### config.mk
export PLATFORM = sky130hd
export DESIGN_NAME = cgs_front
export DESIGN_NICKNAME = d
export VERILOG_FILES = /design/src/sv/cgs_pkg.sv /design/src/sv/cgs_front.sv
export SDC_FILE = /design/constraint.sdc
export NUM_CORES = 1
export LEC_CHECK = 0
export BUFFER_PORTS_ARGS = -buffer_cell sky130_fd_sc_hd__buf_2
export CAP_MARGIN = 10
export CORE_ASPECT_RATIO = 0.7
export CORE_MARGIN = 8
export CORE_UTILIZATION = 43
export CTS_BUF_LIST = sky130_fd_sc_hd__clkbuf_16
export DETAILED_ROUTE_END_ITERATION = 8
export MAX_ROUTING_LAYER = met4
export PLACE_DENSITY = 0.77
export SKIP_LAST_GASP = 1
export SYNTH_ARGS = -nofsm -noshare
export SYNTH_HDL_FRONTEND = slang
export SYNTH_SLANG_ARGS = --single-unit
### constraint.sdc
create_clock -name clk -period 3.48 [get_ports clk]
set_input_delay 0.174 -clock clk [delete_from_list [all_inputs] [get_ports clk]]
set_output_delay 0.174 -clock clk [all_outputs]
set_load 0.01 [all_outputs]
### src/sv/cgs_pkg.sv
// ----------------------------------------------------------------------------
// cgs_pkg
// shared constants, types and the cordic angle table of the gradient shader
// ----------------------------------------------------------------------------
package cgs_pkg;

  localparam int ANGLE_BITS_DEFAULT = 16;

  // cordic datapath width, enough for 2^31 inputs times the cordic gain
  localparam int XW = 36;

  // twist divider: remainder width and divisor
  localparam int          REM_W   = 10;
  localparam logic [10:0] TWIST_DIV = 11'd1000;

  localparam logic [31:0] HALF_TURN = 32'h8000_0000;

  // configuration port
  localparam int CFG_INDEX_W = 3;
  localparam int CFG_DATA_W  = 24;

  localparam logic [CFG_INDEX_W-1:0] REG_NEAR_COLOR   = 3'd0;
  localparam logic [CFG_INDEX_W-1:0] REG_FAR_COLOR    = 3'd1;
  localparam logic [CFG_INDEX_W-1:0] REG_CYCLE_COUNT  = 3'd2;
  localparam logic [CFG_INDEX_W-1:0] REG_SWIRL_ENABLE = 3'd3;

  localparam logic [23:0] NEAR_COLOR_RESET  = 24'h000000;
  localparam logic [23:0] FAR_COLOR_RESET   = 24'hFFFFFF;
  localparam logic [15:0] CYCLE_COUNT_RESET = 16'd256;

  typedef struct packed {
    logic origin;   // x and z both zero
    logic y_neg;    // twist dividend was negative
  } cgs_flags_t;

  // atan(2^-i) as a fraction of a turn, 2^32 per turn
  function automatic logic [31:0] turn_angle(input int i);
    logic [31:0] t;
    unique case (i)
      0:  t = 32'h20000000;
      1:  t = 32'h12E4051E;
      2:  t = 32'h09FB385B;
      3:  t = 32'h051111D4;
      4:  t = 32'h028B0D43;
      5:  t = 32'h0145D7E1;
      6:  t = 32'h00A2F61E;
      7:  t = 32'h00517C55;
      8:  t = 32'h0028BE53;
      9:  t = 32'h00145F2F;
      10: t = 32'h000A2F98;
      11: t = 32'h000517CC;
      12: t = 32'h00028BE6;
      13: t = 32'h000145F3;
      14: t = 32'h0000A2F9;
      15: t = 32'h0000517D;
      16: t = 32'h000028BE;
      17: t = 32'h0000145F;
      18: t = 32'h00000A30;
      19: t = 32'h00000518;
      20: t = 32'h0000028C;
      21: t = 32'h00000146;
      22: t = 32'h000000A3;
      23: t = 32'h00000051;
      24: t = 32'h00000029;
      25: t = 32'h00000014;
      26: t = 32'h0000000A;
      27: t = 32'h00000005;
      28: t = 32'h00000003;
      29: t = 32'h00000001;
      30: t = 32'h00000001;
      default: t = 32'h00000000;
    endcase
    return t;
  endfunction

endpackage

### src/sv/cgs_front.sv
// ----------------------------------------------------------------------------
// cgs_front
// input stage: half-turn pre-rotation, origin detect, twist dividend setup
// ----------------------------------------------------------------------------
module cgs_front import cgs_pkg::*; #(
  parameter int ANGLE_BITS = ANGLE_BITS_DEFAULT,
  parameter int DB         = 32
) (
  input  logic                   clk,
  input  logic                   rst,
  input  logic                   up_valid,
  output logic                   up_ready,
  input  logic signed [31:0]     point_x,
  input  logic signed [31:0]     point_y,
  input  logic signed [31:0]     point_z,
  output logic                   dn_valid,
  input  logic                   dn_ready,
  output logic signed [XW-1:0]   x,
  output logic signed [XW-1:0]   z,
  output logic [31:0]            acc,
  output cgs_flags_t             flags,
  output logic [DB-1:0]          w
);

  localparam int SH_L = (ANGLE_BITS > 16) ? ANGLE_BITS - 16 : 0;
  localparam int SH_R = (ANGLE_BITS < 16) ? 16 - ANGLE_BITS : 0;
  localparam int UW   = 32 + SH_L;

  logic signed [XW-1:0] x_ext, z_ext, x_next, z_next;
  logic [31:0]          acc_next;
  logic signed [UW-1:0] y_ext, u;
  logic [UW-1:0]        u_mag;
  cgs_flags_t           flags_next;
  logic                 load;

  assign up_ready = !dn_valid || dn_ready;
  assign load     = up_valid && up_ready;

  always_comb begin
    x_ext = XW'(point_x);
    z_ext = XW'(point_z);
    // left half plane: turn by half a turn so the cordic sees x >= 0
    if (point_x[31]) begin
      x_next   = -x_ext;
      z_next   = -z_ext;
      acc_next = HALF_TURN;
    end else begin
      x_next   = x_ext;
      z_next   = z_ext;
      acc_next = '0;
    end
    // y scaled to 2^-ANGLE_BITS units of y/1000, floored, before the divide
    y_ext = UW'(point_y);
    u     = (y_ext <<< SH_L) >>> SH_R;
    // negative dividend: floor(u/d) = ~floor(~u/d)
    u_mag = u[UW-1] ? ~u : u;
    flags_next.origin = (point_x == 32'sd0) && (point_z == 32'sd0);
    flags_next.y_neg  = u[UW-1];
  end

  always_ff @(posedge clk) begin
    if (rst) begin
      dn_valid <= 1'b0;
    end else if (up_ready) begin
      dn_valid <= up_valid;
    end
  end

  always_ff @(posedge clk) begin
    if (load) begin
      x     <= x_next;
      z     <= z_next;
      acc   <= acc_next;
      flags <= flags_next;
      w     <= DB'(u_mag[UW-2:0]);
    end
  end

endmodule

==> results.yml <==
run_status:
  status: "finished clean"
critical_path:
  ff2ff_setup_slack_ns: 1.53
  path_max_fanout: 10
  path_delay_family: "simple AND/OR/NAND/NOR gates"
  crit_arrival_ns: 2.25
  path_buf_inv: 2
  slowest_stage: "or4_1"
  max_stage_delay_ns: 0.64
  worstSetupStartpointType: "primary input"
  worstSetupPathType: "primary input to flop"
  cp_cell_sequence: "buf_2 > inv_1 > ha_1 > or4b_1 > or4_1 > o41ai_1 > xnor2_1"
  critical_path_required_ns: 3.57
  crit_path_end_kind: "flop"
clock_tree:
  path_clk_slew_ns: 0.08
  ctsHtreeMaxLevel: 3
  post-cts-setup-buffers: 0
  ctsLongestPathBuffers: 2
  cts_tree: "built"
  cts_root_buf: "clkbuf_16"
  clock_latency_ns: 0.34
  cts_buffers: 9
  clock_sinks: 107
route:
  drc: 0
  drtIter0Drc: 300
  wl_per_cell_um: 17.8
  via_count: 3731
  vias_per_cell: 4.99
  dr.pass1.iters: 5
  ant_nets: 0
  wl_um: 13300
global_route:
  grt_max_degree: 68
  antenna_found_initial: 0
  overflow: 0
  grt_use_total: 0.164
  gr-usage-met2: 0.260
  met3_usage: 0.0659
  grt.met1_usage: 0.196
  grt_pass1_vias: 3882
  grt_busiest_layer: "met2"
  grt_pass1_wl_um: 20400
synth:
  async_flop_share: 0
  yosysSeqAreaShare: 0.615
  yosysMostFrequentCell: "edfxtp_1"
  synth_top_cell_by_area: "edfxtp_1"
  synthTopCellsByArea: "edfxtp_1 (61%), xnor2_1 (9.9%), xor2_1 (5.2%)"
  synth_top_flop_cell: "edfxtp_1"
  syn_area_um2: 5210
  syn_avg_cell_area_um2: 13.7
  synth_cells: 379
  ys_seq_elements: 107
  synth_top_cells_by_count: "edfxtp_1 (106), xnor2_1 (59), buf_4 (32), xor2_1 (31), o31ai_1 (23)"
  synth.distinct_cells: 35
  synth_warnings: 0
  synth_top_area_frac: 0.611
  synth-edff-count: 106
timing:
  setup_viol: 0
  final-hold-violation-count: 0
  rsz0062_at_grt: "no"
  slew_headroom: 0.230
  min_period_over_period: 0.621
  max_freq_mhz: 463
  final.setup_skew_ns: 0.00541
  fin_crit_ns: 2.16
  fin_ws_ns: 1.32
  tightest_slew_ns: 1.16
  finalSetupTns_ns: 0
  drv_slew: 0
placement:
  gp_congestion: 0.836
  place.detailed.hpwl_um: 10300
  post-place-ws_ns: 0.982
  port_buffers: 207
layout:
  area.growth.synth_to_final_pct: 26.0
  layout-drive-gt1-share: 0.402
  fillers: 1001
  final_nets: 687
floorplan:
  die_y_um: 108
  core-area_um2: 11800
  die_x_um: 148
  ioPinCount: 240
  start_util: 0.443
  dieArea_um2: 15900
  rows: 33
power_and_ir_drop:
  leakage_uw: 0.00260
  power_density_nw_per_um2: 459
  peakVddDrop_uv: 253
flow_run:
  maxCapViolCount: 0
min_path:
  min_path_type: "primary input to flop"
cells in the final DEF (no fill, tap or decap), types with 12 or more instances in the layout:
cell	count
o21ai_0	17
o41ai_1	14
buf_2	207
o31ai_1	23
xor2_1	31
nand2_1	12
edfxtp_1	106
xnor2_1	59
conb_1	36
worst paths after layout:
path                            startpoint  cells after the start       end
worst max-delay path            point_x[1]                      7     x[30]
worst min-delay path            point_z[0]                      1      z[0]
worst max register to register    dn_valid                      3     w[14]
worst min register to register    dn_valid                      2  dn_valid
where the power goes:
part	internal (µW)	switching, µW
Clock	500	481
Sequential	1550	24.5
Combinational	188	272
metal layers:
| metal | up-vias | wire (µm) |
|---|---|---|
| li1 | 1757 | - |
| met1 | 1741 | 5490 |
| met2 | 225 | 6250 |
| met3 | 8 | 1480 |
| met4 | 0 | 91 |
| met5 | - | 0 |
flip-flops by register name, indices dropped and copies added, names as in the netlist:
name / flops
dn_valid: 1
x: 36
flags: 2
w: 31
z: 36
acc: 1
metrics by stage:
stage | instances | util | hold WS, ns | cell area [µm²] | total power [µW]
4_1_cts | 747 | 0.558 | 0.0476 | 6560 | 3050
6_report | 748 | 0.558 | 0.0616 | 6560 | 3010
5_1_grt | 747 | 0.558 | 0.0473 | 6560 | 3140
3_3_place_gp | 730 | 0.532 | 0.328 | 6270 | 2050
3_5_place_dp | 730 | 0.532 | 0.333 | 6270 | 2070
2_1_floorplan | 414 | - | 0.243 | 5340 | 1870
what timing repair did:
| item | CTS | global route |
|---|---|---|
| endpoints found under the setup margin | 0 | 0 |
| hold endpoints to repair | 1 | 0 |
| resized for setup | 0 | 0 |
| hold buffers | 1 | 0 |
cell families after synthesis:
logic type | share of synthesized area
other | 0.000720
AO/OA/AOI/OAI | 0.0865
buffers and inverters | 0.0665
adder cells (fa/ha/maj) | 0.00480
AND/OR/NAND/NOR | 0.0752
XOR/XNOR | 0.151
flip-flops | 0.615
cell type report:
| type | instances | area, µm² | share of cell area |
|---|---|---|---|
| Multi-Input combinational cell | 251 | 1790 | 0.273 |
| Antenna cell | 1 | 2.50 | 0.000381 |
| Clock inverter | 7 | 60.1 | 0.00915 |
| Sequential cell | 107 | 3200 | 0.488 |
| Timing Repair Buffer | 210 | 1060 | 0.162 |
| Clock buffer | 9 | 225 | 0.0343 |
| Inverter | 6 | 22.5 | 0.00343 |
| Tap cell | 157 | 196 | 0.0299 |
Note: power is estimated with default switching activity, not from simulation.
