## config.mk

```make
export PLATFORM = sky130hd
export DESIGN_NAME = cgs_back
export DESIGN_NICKNAME = d
export VERILOG_FILES = /design/src/sv/cgs_pkg.sv /design/src/sv/cgs_back.sv
export SDC_FILE = /design/constraint.sdc
export NUM_CORES = 2
export LEC_CHECK = 0
export ABC_AREA = 1
export BUFFER_PORTS_ARGS = -buffer_cell sky130_fd_sc_hd__clkbuf_2
export CELL_PAD_IN_SITES_DETAIL_PLACEMENT = 0
export CELL_PAD_IN_SITES_GLOBAL_PLACEMENT = 1
export CORE_ASPECT_RATIO = 1.1
export CORE_MARGIN = 2
export CORE_UTILIZATION = 45
export DETAILED_ROUTE_END_ITERATION = 12
export GPL_TIMING_DRIVEN = 0
export PLACE_DENSITY_LB_ADDON = 0.1
export SLEW_MARGIN = 20
export SYNTH_ARGS = -nofsm -noshare
export SYNTH_HDL_FRONTEND = slang
export SYNTH_SLANG_ARGS = --single-unit
```

## constraint.sdc

```tcl
create_clock -name clk -period 11.5 [get_ports clk]
set_input_delay 1.725 -clock clk [delete_from_list [all_inputs] [get_ports clk]]
set_output_delay 1.725 -clock clk [all_outputs]
set_load 0.1 [all_outputs]
```

## src/sv/cgs_pkg.sv

```systemverilog
// ----------------------------------------------------------------------------
// cgs_pkg
// shared constants, types and the cordic angle table of the gradient shader
// ----------------------------------------------------------------------------
package cgs_pkg;

  localparam int ANGLE_BITS_DEFAULT = 16;

  // cordic datapath width, enough for 2^31 inputs times the cordic gain
  localparam int XW = 36;

  // twist divider: remainder width and divisor
  localparam int          REM_W   = 10;
  localparam logic [10:0] TWIST_DIV = 11'd1000;

  localparam logic [31:0] HALF_TURN = 32'h8000_0000;

  // configuration port
  localparam int CFG_INDEX_W = 3;
  localparam int CFG_DATA_W  = 24;

  localparam logic [CFG_INDEX_W-1:0] REG_NEAR_COLOR   = 3'd0;
  localparam logic [CFG_INDEX_W-1:0] REG_FAR_COLOR    = 3'd1;
  localparam logic [CFG_INDEX_W-1:0] REG_CYCLE_COUNT  = 3'd2;
  localparam logic [CFG_INDEX_W-1:0] REG_SWIRL_ENABLE = 3'd3;

  localparam logic [23:0] NEAR_COLOR_RESET  = 24'h000000;
  localparam logic [23:0] FAR_COLOR_RESET   = 24'hFFFFFF;
  localparam logic [15:0] CYCLE_COUNT_RESET = 16'd256;

  typedef struct packed {
    logic origin;   // x and z both zero
    logic y_neg;    // twist dividend was negative
  } cgs_flags_t;

  // atan(2^-i) as a fraction of a turn, 2^32 per turn
  function automatic logic [31:0] turn_angle(input int i);
    logic [31:0] t;
    unique case (i)
      0:  t = 32'h20000000;
      1:  t = 32'h12E4051E;
      2:  t = 32'h09FB385B;
      3:  t = 32'h051111D4;
      4:  t = 32'h028B0D43;
      5:  t = 32'h0145D7E1;
      6:  t = 32'h00A2F61E;
      7:  t = 32'h00517C55;
      8:  t = 32'h0028BE53;
      9:  t = 32'h00145F2F;
      10: t = 32'h000A2F98;
      11: t = 32'h000517CC;
      12: t = 32'h00028BE6;
      13: t = 32'h000145F3;
      14: t = 32'h0000A2F9;
      15: t = 32'h0000517D;
      16: t = 32'h000028BE;
      17: t = 32'h0000145F;
      18: t = 32'h00000A30;
      19: t = 32'h00000518;
      20: t = 32'h0000028C;
      21: t = 32'h00000146;
      22: t = 32'h000000A3;
      23: t = 32'h00000051;
      24: t = 32'h00000029;
      25: t = 32'h00000014;
      26: t = 32'h0000000A;
      27: t = 32'h00000005;
      28: t = 32'h00000003;
      29: t = 32'h00000001;
      30: t = 32'h00000001;
      default: t = 32'h00000000;
    endcase
    return t;
  endfunction

endpackage

```

## src/sv/cgs_back.sv

```systemverilog
// ----------------------------------------------------------------------------
// cgs_back
// angle rounding, twist add, repeat scaling, triangle fold and colour blend
// ----------------------------------------------------------------------------
module cgs_back import cgs_pkg::*; #(
  parameter int ANGLE_BITS = ANGLE_BITS_DEFAULT
) (
  input  logic                  clk,
  input  logic                  rst,
  input  logic                  up_valid,
  output logic                  up_ready,
  input  logic [31:0]           acc,
  input  cgs_flags_t            flags,
  input  logic [ANGLE_BITS-1:0] quot,
  input  logic [23:0]           near_color,
  input  logic [23:0]           far_color,
  input  logic [15:0]           cycle_count,
  input  logic                  swirl_enable,
  output logic                  dn_valid,
  input  logic                  dn_ready,
  output logic [7:0]            red,
  output logic [7:0]            green,
  output logic [7:0]            blue
);

  localparam int PW = ANGLE_BITS + 16;
  localparam int VW = ANGLE_BITS + 1;
  localparam int NW = ANGLE_BITS + 11;
  localparam logic [31:0]   ROUND_A = 32'(64'd1 << (31 - ANGLE_BITS));
  localparam logic [VW-1:0] ONE     = VW'(64'd1 << ANGLE_BITS);
  localparam logic [NW-1:0] ROUND_B = NW'(64'd1 << (ANGLE_BITS - 1));

  function automatic logic [7:0] blend(input logic [7:0] a, input logic [7:0] b,
                                       input logic [VW-1:0] v);
    logic signed [8:0]    diff;
    logic signed [NW-1:0] num;
    diff = $signed({1'b0, b}) - $signed({1'b0, a});
    num  = $signed({3'b000, a, {ANGLE_BITS{1'b0}}}) + diff * $signed({1'b0, v})
           + $signed(ROUND_B);
    return num[ANGLE_BITS+7:ANGLE_BITS];
  endfunction

  logic                  valid_a;
  logic                  ready_a;
  logic [PW-1:0]         prod;
  logic [31:0]           acc_rnd;
  logic [ANGLE_BITS-1:0] ang, twist, ang_sw;
  logic [ANGLE_BITS-1:0] frac;
  logic [VW-1:0]         val;

  assign ready_a  = !dn_valid || dn_ready;
  assign up_ready = !valid_a || ready_a;

  always_comb begin
    acc_rnd = acc + ROUND_A;
    ang     = flags.origin ? '0 : acc_rnd[31 -: ANGLE_BITS];
    twist   = flags.y_neg ? ~quot : quot;
    ang_sw  = swirl_enable ? ang + twist : ang;
  end

  // odd repeat segments run backwards
  always_comb begin
    frac = prod[ANGLE_BITS+7:8];
    val  = prod[ANGLE_BITS+8] ? ONE - {1'b0, frac} : {1'b0, frac};
  end

  always_ff @(posedge clk) begin
    if (rst) begin
      valid_a  <= 1'b0;
      dn_valid <= 1'b0;
    end else begin
      if (up_ready) begin
        valid_a <= up_valid;
      end
      if (ready_a) begin
        dn_valid <= valid_a;
      end
    end
  end

  always_ff @(posedge clk) begin
    if (up_valid && up_ready) begin
      prod <= PW'(ang_sw) * PW'(cycle_count);
    end
    if (valid_a && ready_a) begin
      red   <= blend(near_color[23:16], far_color[23:16], val);
      green <= blend(near_color[15:8],  far_color[15:8],  val);
      blue  <= blend(near_color[7:0],   far_color[7:0],   val);
    end
  end

endmodule

```

==> results.json <==
{
  "yosysTopAreaCell": "fa_1",
  "synth_area_leaders": "fa_1 41%, ha_1 12%, inv_1 12%, nand2_1 10%, nor2_1 5.3%",
  "cp.required_ps": 11590,
  "grt.total_usage_pct": 26.61,
  "drive_above_1_share_pct": 6.375,
  "io_buffers": 118,
  "synth.top_cell.area_share_pct": 41.05,
  "cp_slowest_stage_delay_ps": 570,
  "dieWidth_um": 229.0,
  "drtIter0Drc": 988,
  "critPathMaxFanout": 10,
  "critical_path.most_common_cell": "fa_1",
  "ys_top_cells_by_count": "791 x inv_1, 691 x nand2_1, 514 x fa_1, 357 x nor2_1, 242 x ha_1",
  "die_area_sq_um": 57620,
  "yosysWarningCount": 0,
  "postCtsSetupBuffers": 0,
  "numCtsBuffers": 5,
  "synth-edff-count": 41,
  "cp.arrival_ps": 10310,
  "grt_pass1_wl_um": 119400,
  "routed_wl_um": 74010,
  "grt_setup_unrepaired": "no",
  "cts_resized": 0,
  "routed_via_density": 5.076,
  "ios": 145,
  "fin_worst_skew_ps": 12.83,
  "max-slew-margin-rel_pct": 21.05,
  "dp_hpwl_um": 63760,
  "slowest_stage": "clkbuf_1",
  "cts.sinks": 43,
  "yosysMostFrequentCell": "inv_1",
  "synth_area_sq_um": 25070,
  "yosysSeqAreaShare_pct": 5.071,
  "setup_viol": 0,
  "drv_cap": 0,
  "cts_root_buffer": "clkbuf_16",
  "cts_max_path_buffers": 2,
  "period_minus_slack_ps": 10230,
  "std_cell_rows": 90,
  "finalHoldViolCount": 0,
  "ys_seq_elements": 43,
  "fin_setup_tns_ps": 0,
  "finalMaxSlewViolations": 0,
  "grt_max_degree": 18,
  "clkSlewWorstSetupHoldPaths_ps": 80,
  "fin_worst_hold_slack_ps": 531.5,
  "async_flop_share_pct": 0,
  "vias": 20700,
  "crit_type": "in -> reg",
  "syn-instance-count": 3214,
  "clock_latency_ps": 330,
  "setup.worst_path.end_class": "register",
  "startpoint_type": "primary input",
  "antenna_found_initial": 1,
  "fin_nets": 4215,
  "fin_crit_sh_pct": 88.95,
  "status": "completed",
  "core_area_sq_um": 54950,
  "tritoncts": "built",
  "wl_per_cell_um": 18.15,
  "synthFlopType": "edfxtp_1",
  "min_path_type": "reg -> reg",
  "first_pass_iters": 6,
  "worst_pin_slew_ps": 1180,
  "synthToLayoutAreaGrowth_pct": 6.798,
  "drc": 0,
  "timing.fmax_mhz": 97.76,
  "gr-total-overflow": 0,
  "syn_area_per_cell_sq_um": 7.800,
  "initial_core_util_pct": 45.62,
  "postCtsHoldBufs": 0,
  "gp_congestion": 0.9190,
  "h-tree-depth": 2,
  "drtAntennaViolNets": 0,
  "synth_nets": 4089,
  "synth.distinct_cells": 56,
  "die_h_um": 251.5,
  "grt_pass1_vias": 22370
}
-- state kept, by name, summed over array words and instances, names as in the netlist --
signal	cells
green	8
valid_a	1
dn_valid	1
blue	8
prod	17
red	8
-- layout make-up --
| type | count | area [sq um] |
|---|---|---|
| clock inverter | 3 | 26.28 |
| timing repair buffer | 119 | 610.6 |
| tap | 736 | 920.9 |
| fill | 5586 | 28180 |
| multi-input combinational | 2270 | 20400 |
| clock buffer | 5 | 125.1 |
| sequential | 43 | 1271 |
| inverter | 813 | 3057 |
| antenna | 1 | 2.502 |
| buffer | 88 | 359.1 |
-- cell usage in the layout, fill, tap and decap left out, types with 30 or more instances in the layout --
cell	instances
xor2_1	74
inv_1	791
nand2_1	691
clkbuf_2	118
a21oi_1	98
o21ai_0	30
clkbuf_1	69
nand3_1	59
ha_1	242
fa_1	514
edfxtp_1	41
nor2_1	357
-- path summary, 6_finish.rpt --
kind / to / startpoint / slack (ps) / depth (start not counted)
setup / recovery: prod[24] / flags[0] / 1270 / 36
hold / removal: dn_valid / dn_valid / 530 / 2
setup reg to reg: blue[7] / prod[8] / 2490 / 25
hold reg to reg: dn_valid / dn_valid / 530 / 2
-- metal layers --
layer	track usage [%]	part of all wire [%]	vias to the layer above
li1	-	-	9713
met1	29.90	38	10310
met2	50.91	54	511
met3	3.018	4.4	160
met4	10.80	4.3	0
met5	0	0	-
-- logic make-up (layout without fill, tap and decap cells) --
logic type / Yosys count / after routing / share of synthesized area (%)
XOR/XNOR: 102 / 102 / 3.618
AND/OR/NAND/NOR: 1209 / 1209 / 19.62
buffers and inverters: 901 / 1028 / 13.63
flip-flops: 43 / 43 / 5.071
adder cells (fa/ha/maj): 756 / 756 / 53.12
other: 0 / 1 / 0
AO/OA/AOI/OAI: 203 / 203 / 4.941
-- critical path, delay by kind of cell --
| kind | cells | cell delay, ps |
|---|---|---|
| AOI/OAI and AO/OA | 6 | 1220 |
| xor gates and xnor gates | 2 | 230 |
| adders and majority gates | 9 | 4100 |
| buffers and inverters | 10 | 1920 |
| and+or+nand+nor | 9 | 1130 |
-- metrics by stage --
stage	utilization (%)	area (sq um)	setup slack, ps	instances
final	48.72	26770	1271	4078
after global routing	48.72	26770	772.7	4077
after CTS	48.70	26760	1200	4077
after detailed placement	48.43	26610	865.6	4069
after global placement	48.37	26580	876.8	4068
after floorplan	-	25070	2356	3214
Power is left out: the tool's default activity adds up to more than one toggle a clock period on the data nets, which glitch-free logic cannot reach.
