**src/sv/cgs_pkg.sv**
```systemverilog
// ----------------------------------------------------------------------------
// cgs_pkg
// shared constants, types and the cordic angle table of the gradient shader
// ----------------------------------------------------------------------------
package cgs_pkg;

  localparam int ANGLE_BITS_DEFAULT = 16;

  // cordic datapath width, enough for 2^31 inputs times the cordic gain
  localparam int XW = 36;

  // twist divider: remainder width and divisor
  localparam int          REM_W   = 10;
  localparam logic [10:0] TWIST_DIV = 11'd1000;

  localparam logic [31:0] HALF_TURN = 32'h8000_0000;

  // configuration port
  localparam int CFG_INDEX_W = 3;
  localparam int CFG_DATA_W  = 24;

  localparam logic [CFG_INDEX_W-1:0] REG_NEAR_COLOR   = 3'd0;
  localparam logic [CFG_INDEX_W-1:0] REG_FAR_COLOR    = 3'd1;
  localparam logic [CFG_INDEX_W-1:0] REG_CYCLE_COUNT  = 3'd2;
  localparam logic [CFG_INDEX_W-1:0] REG_SWIRL_ENABLE = 3'd3;

  localparam logic [23:0] NEAR_COLOR_RESET  = 24'h000000;
  localparam logic [23:0] FAR_COLOR_RESET   = 24'hFFFFFF;
  localparam logic [15:0] CYCLE_COUNT_RESET = 16'd256;

  typedef struct packed {
    logic origin;   // x and z both zero
    logic y_neg;    // twist dividend was negative
  } cgs_flags_t;

  // atan(2^-i) as a fraction of a turn, 2^32 per turn
  function automatic logic [31:0] turn_angle(input int i);
    logic [31:0] t;
    unique case (i)
      0:  t = 32'h20000000;
      1:  t = 32'h12E4051E;
      2:  t = 32'h09FB385B;
      3:  t = 32'h051111D4;
      4:  t = 32'h028B0D43;
      5:  t = 32'h0145D7E1;
      6:  t = 32'h00A2F61E;
      7:  t = 32'h00517C55;
      8:  t = 32'h0028BE53;
      9:  t = 32'h00145F2F;
      10: t = 32'h000A2F98;
      11: t = 32'h000517CC;
      12: t = 32'h00028BE6;
      13: t = 32'h000145F3;
      14: t = 32'h0000A2F9;
      15: t = 32'h0000517D;
      16: t = 32'h000028BE;
      17: t = 32'h0000145F;
      18: t = 32'h00000A30;
      19: t = 32'h00000518;
      20: t = 32'h0000028C;
      21: t = 32'h00000146;
      22: t = 32'h000000A3;
      23: t = 32'h00000051;
      24: t = 32'h00000029;
      25: t = 32'h00000014;
      26: t = 32'h0000000A;
      27: t = 32'h00000005;
      28: t = 32'h00000003;
      29: t = 32'h00000001;
      30: t = 32'h00000001;
      default: t = 32'h00000000;
    endcase
    return t;
  endfunction

endpackage

```
**src/sv/cgs_cell.sv**
```systemverilog
// ----------------------------------------------------------------------------
// cgs_cell
// one cordic vectoring step plus BPC bits of the twist divide by 1000
// ----------------------------------------------------------------------------
module cgs_cell import cgs_pkg::*; #(
  parameter int ANGLE_BITS = ANGLE_BITS_DEFAULT,
  parameter int STAGE      = 0,
  parameter int DB         = 32,
  parameter int BPC        = 2
) (
  input  logic                   clk,
  input  logic                   rst,
  input  logic                   up_valid,
  output logic                   up_ready,
  input  logic signed [XW-1:0]   x_in,
  input  logic signed [XW-1:0]   z_in,
  input  logic [31:0]            acc_in,
  input  cgs_flags_t             flags_in,
  input  logic [DB-1:0]          w_in,
  input  logic [REM_W-1:0]       r_in,
  input  logic [ANGLE_BITS-1:0]  q_in,
  output logic                   dn_valid,
  input  logic                   dn_ready,
  output logic signed [XW-1:0]   x_out,
  output logic signed [XW-1:0]   z_out,
  output logic [31:0]            acc_out,
  output cgs_flags_t             flags_out,
  output logic [DB-1:0]          w_out,
  output logic [REM_W-1:0]       r_out,
  output logic [ANGLE_BITS-1:0]  q_out
);

  localparam logic [31:0] TURN = turn_angle(STAGE);

  logic signed [XW-1:0] dx, dz, x_next, z_next;
  logic [31:0]          acc_next;
  logic [DB-1:0]        w_c;
  logic [REM_W-1:0]     r_c;
  logic [REM_W:0]       r2;
  logic [ANGLE_BITS-1:0] q_c;
  logic                 ge;
  logic                 load;

  assign up_ready = !dn_valid || dn_ready;
  assign load     = up_valid && up_ready;

  always_comb begin
    dx = z_in >>> STAGE;
    dz = x_in >>> STAGE;
    if (!z_in[XW-1]) begin
      x_next   = x_in + dx;
      z_next   = z_in - dz;
      acc_next = acc_in + TURN;
    end else begin
      x_next   = x_in - dx;
      z_next   = z_in + dz;
      acc_next = acc_in - TURN;
    end
  end

  // restoring division, msb first, only the low quotient bits are kept
  always_comb begin
    w_c = w_in;
    r_c = r_in;
    q_c = q_in;
    r2  = '0;
    ge  = 1'b0;
    for (int b = 0; b < BPC; b++) begin
      r2  = {r_c, w_c[DB-1]};
      w_c = {w_c[DB-2:0], 1'b0};
      ge  = (r2 >= TWIST_DIV);
      r_c = ge ? REM_W'(r2 - TWIST_DIV) : r2[REM_W-1:0];
      q_c = {q_c[ANGLE_BITS-2:0], ge};
    end
  end

  always_ff @(posedge clk) begin
    if (rst) begin
      dn_valid <= 1'b0;
    end else if (up_ready) begin
      dn_valid <= up_valid;
    end
  end

  always_ff @(posedge clk) begin
    if (load) begin
      x_out     <= x_next;
      z_out     <= z_next;
      acc_out   <= acc_next;
      flags_out <= flags_in;
      w_out     <= w_c;
      r_out     <= r_c;
      q_out     <= q_c;
    end
  end

endmodule

```
**config.mk**
```make
export PLATFORM = sky130hd
export DESIGN_NAME = cgs_cell
export DESIGN_NICKNAME = d
export VERILOG_FILES = /design/src/sv/cgs_pkg.sv /design/src/sv/cgs_cell.sv
export SDC_FILE = /design/constraint.sdc
export NUM_CORES = 1
export LEC_CHECK = 0
export BUFFER_PORTS_ARGS = -buffer_cell sky130_fd_sc_hd__buf_2
export CAP_MARGIN = 20
export CELL_PAD_IN_SITES_DETAIL_PLACEMENT = 0
export CELL_PAD_IN_SITES_GLOBAL_PLACEMENT = 1
export CORE_ASPECT_RATIO = 1.5
export CORE_UTILIZATION = 35
export CTS_CLUSTER_DIAMETER = 80
export DETAILED_ROUTE_END_ITERATION = 10
export PLACE_DENSITY = 0.76
export SYNTH_ARGS = -nofsm -noshare
export SYNTH_HDL_FRONTEND = slang
export SYNTH_SLANG_ARGS = --single-unit
```
**constraint.sdc**
```tcl
create_clock -name clk -period 12.3 [get_ports clk]
set_input_delay 1.23 -clock clk [delete_from_list [all_inputs] [get_ports clk]]
set_output_delay 1.23 -clock clk [all_outputs]
set_load 0.05 [all_outputs]
```
==> results.sh <==
export IMPL_path_class="input port to register"
export IMPL_crit_path_max_fanout=11
export IMPL_crit_slowest_cell="a2111oi_0"
export IMPL_grt_pass1_wl_mm=55.80
export IMPL_post_synth_top_area_fraction_pct=41.41
export IMPL_synth_distinct_cells=74
export IMPL_status="finished clean"
export IMPL_cts_sinks=162
export IMPL_drive_above_1_share_pct=24.92
export IMPL_path_delay_family="compound AO/OA/AOI/OAI gates"
export IMPL_area_delta_synth_final_pct=22.19
export IMPL_drt_initial_drc_count=565
export IMPL_postRouteAntennaNets=0
export IMPL_gr_max_usage_layer="met2"
export IMPL_synth_warnings=0
export IMPL_grt_start_max_net_pins=82
export IMPL_drv_slew=0
export IMPL_crit_buf_inv=2
export IMPL_die_area_um2=34110
export IMPL_cts_clk_slew_worst_paths_ns=0.07
export IMPL_dp_cells=1915
export IMPL_ys_flop_type="edfxtp_1"
export IMPL_firstDrtPassIters=5
export IMPL_seq_area_frac_synth_pct=41.58
export IMPL_min_path_type="register to register"
export IMPL_gr_usage_met2_pct=40.07
export IMPL_fin_util_pct=43.58
export IMPL_grt_pass1_vias=10110
export IMPL_cts_inserted_buffers=17
export IMPL_critPathMostFrequentCell="o31ai_1"
export IMPL_grt_use_met1_pct=23.32
export IMPL_wire_per_inst_um=19.11
export IMPL_die_w_um=151.1
export IMPL_cts_resized=0
export IMPL_finalCritPeriodShare_pct=36.04
export IMPL_yosysTopAreaCell="edfxtp_1"
export IMPL_htreeDepth=4
export IMPL_vias=10440
export IMPL_syn_avg_cell_area_um2=9.546
export IMPL_routed_wl_mm=37.27
export IMPL_fmax_mhz=225.6
export IMPL_die_h_um=225.7
export IMPL_crit_arrival_ns=4.62
export IMPL_start_util_pct=35.66
export IMPL_io_pin_count=334
export IMPL_ys_ff_latch=162
export IMPL_relSlewSlack_pct=31.03
export IMPL_clock_skew_ns=0.007564
export IMPL_place_port_buffers=329
export IMPL_drc=0
export IMPL_path_cells="buf_2 > inv_1 > ha_1 > nand2b_1 > a221oi_1 > o22ai_1 > o31a_1 > a2111oi_0 > o31ai_1 > a21oi_1 > o31ai_1 > xnor2_1"
export IMPL_coreArea_um2=32740
export IMPL_syn_inst=1223
export IMPL_synth_edf_count=161
export IMPL_routed_via_density=5.356
export IMPL_fin_tns_setup_ns=0
export IMPL_required_ns=12.48
export IMPL_hpwl_mm=29.64
export IMPL_place_congestion=0.9190
export IMPL_cap_violations=0
export IMPL_overflow=0
export IMPL_cts_hold_buffers=0
export IMPL_ctsRootBufferMaster="clkbuf_16"
export IMPL_synth_area_um2=11670
export IMPL_clk_latency_ns=0.45
export IMPL_antenna_found_initial=2
export IMPL_netlist_top_cells_area="edfxtp_1, ha_1, a21oi_1"
export IMPL_finalSetupViolations=0
export IMPL_rsz0062_at_grt="false"
export IMPL_max_stage_delay_ns=0.86
export IMPL_cts_setup_buffers=0
export IMPL_row_count=81
export IMPL_finalHoldViolations=0
export IMPL_grt_total_usage_pct=21.72
export IMPL_stdcell_count=1950
export IMPL_gr_usage_met3_pct=2.768
export IMPL_p_leak_nw=6.208
export IMPL_tightest_slew_ns=1.034
export IMPL_hold_slack_ns=0.5295
export IMPL_clock_path_buffers=2
export IMPL_nNetsFinal=1799
export IMPL_ir_drop_mv=0.07908
export IMPL_synthArstFlopShare_pct=0
export IMPL_critPathLaunchType="input port"
export IMPL_cts_tree="yes"
export IMPL_p_per_area_nw_per_um2=132.2
export IMPL_fin_crit_ns=4.433
export IMPL_cp_end_kind="register"
## through the flow
step | setup WS [ns] | total power, mW | instance area, um^2
floorplan | 6.315 | 1.170 | 11680
global placement | 7.446 | 1.342 | 13630
detailed placement | 7.479 | 1.347 | 13630
CTS | 7.946 | 1.900 | 14230
global route | 7.591 | 1.967 | 14270
finish | 7.867 | 1.886 | 14270
## sequential cells by signal (all words and copies together), names as in the netlist
name / cells
flags_out: 2
q_out: 16
acc_out: 32
w_out: 30
x_out: 36
dn_valid: 1
r_out: 10
z_out: 35
## worst reg2reg max path, delay by kind of cell (launching register included)
family                 cells  cell delay, ns
buffers and inverters      1            0.86
and+or+nand+nor            2            0.49
DFF                        1            0.31
## cells in the mapped netlist, drive strengths merged (10+ instances only)
| library cell | number |
|---|---|
| xor2 | 16 |
| nor2 | 96 |
| buf | 16 |
| nand4 | 10 |
| mux2i | 16 |
| o211ai | 10 |
| nand2b | 13 |
| nor3 | 29 |
| nand3 | 15 |
| o21bai | 29 |
| xnor2 | 59 |
| a31oi | 14 |
| nand2 | 56 |
| inv | 110 |
| a21o | 28 |
| ha | 107 |
| a211oi | 16 |
| nor2b | 19 |
| o21ai | 92 |
| edfxtp | 161 |
| a21oi | 145 |
| clkbuf | 41 |
## power breakdown
group          total, mW  leakage (nW)  switching [mW]  internal (mW)
sequential         0.692          1.57          0.0125          0.680
clock              0.547         0.296           0.270          0.278
combinational      0.647          4.35           0.464          0.183
## kinds of logic (layout without fill, tap and decap cells)
family / after synthesis / after routing / synth area share [%]
mux: 18 / 18 / 1.565
xor+xnor: 75 / 75 / 5.691
other cells: 1 / 4 / 0.03212
compound gates: 398 / 398 / 21.11
fa+ha+maj: 111 / 111 / 12.15
simple gates: 286 / 286 / 12.07
buf+inv: 172 / 481 / 5.798
flops: 162 / 162 / 41.58
## layout by cell type (no fill, tap or decap), types with 13 or more instances in the layout
| cell type | count |
|---|---|
| a211oi_1 | 16 |
| a21o_1 | 27 |
| a21oi_1 | 145 |
| a31oi_1 | 14 |
| buf_2 | 329 |
| clkbuf_16 | 17 |
| edfxtp_1 | 161 |
| ha_1 | 107 |
| inv_1 | 110 |
| mux2i_1 | 16 |
| nand2_1 | 56 |
| nand2b_1 | 13 |
| nand3_1 | 15 |
| nor2_1 | 96 |
| nor2b_1 | 18 |
| nor3_1 | 28 |
| o21ai_0 | 88 |
| o21bai_1 | 29 |
| xnor2_1 | 59 |
| xor2_1 | 15 |
## final timing paths
check / from / endpoint / slack, ns / cells after the start
max: x_in[10] / x_out[27] / 7.87 / 12
min: dn_valid / dn_valid / 0.53 / 2
max reg2reg: dn_valid / w_out[7] / 10.19 / 3
min reg2reg: dn_valid / dn_valid / 0.53 / 2
## cell type report
| type | count | area (um^2) |
|---|---|---|
| Timing Repair Buffer | 334 | 1704 |
| Inverter | 115 | 431.7 |
| Sequential cell | 162 | 4855 |
| Fill cell | 3315 | 18470 |
| Clock inverter | 15 | 176.4 |
| Tap cell | 415 | 519.2 |
| Clock buffer | 17 | 425.4 |
| Antenna cell | 2 | 5.005 |
| Multi-Input combinational cell | 890 | 6150 |
## layer usage
metal | part of all wire [%] | vias up | wire, um
li1 | - | 5005 | -
met1 | 37 | 4935 | 13940
met2 | 53 | 403 | 19680
met3 | 4.8 | 101 | 1805
met4 | 5.0 | 0 | 1845
met5 | 0 | - | 0
Power figures use the tool's default switching activity.
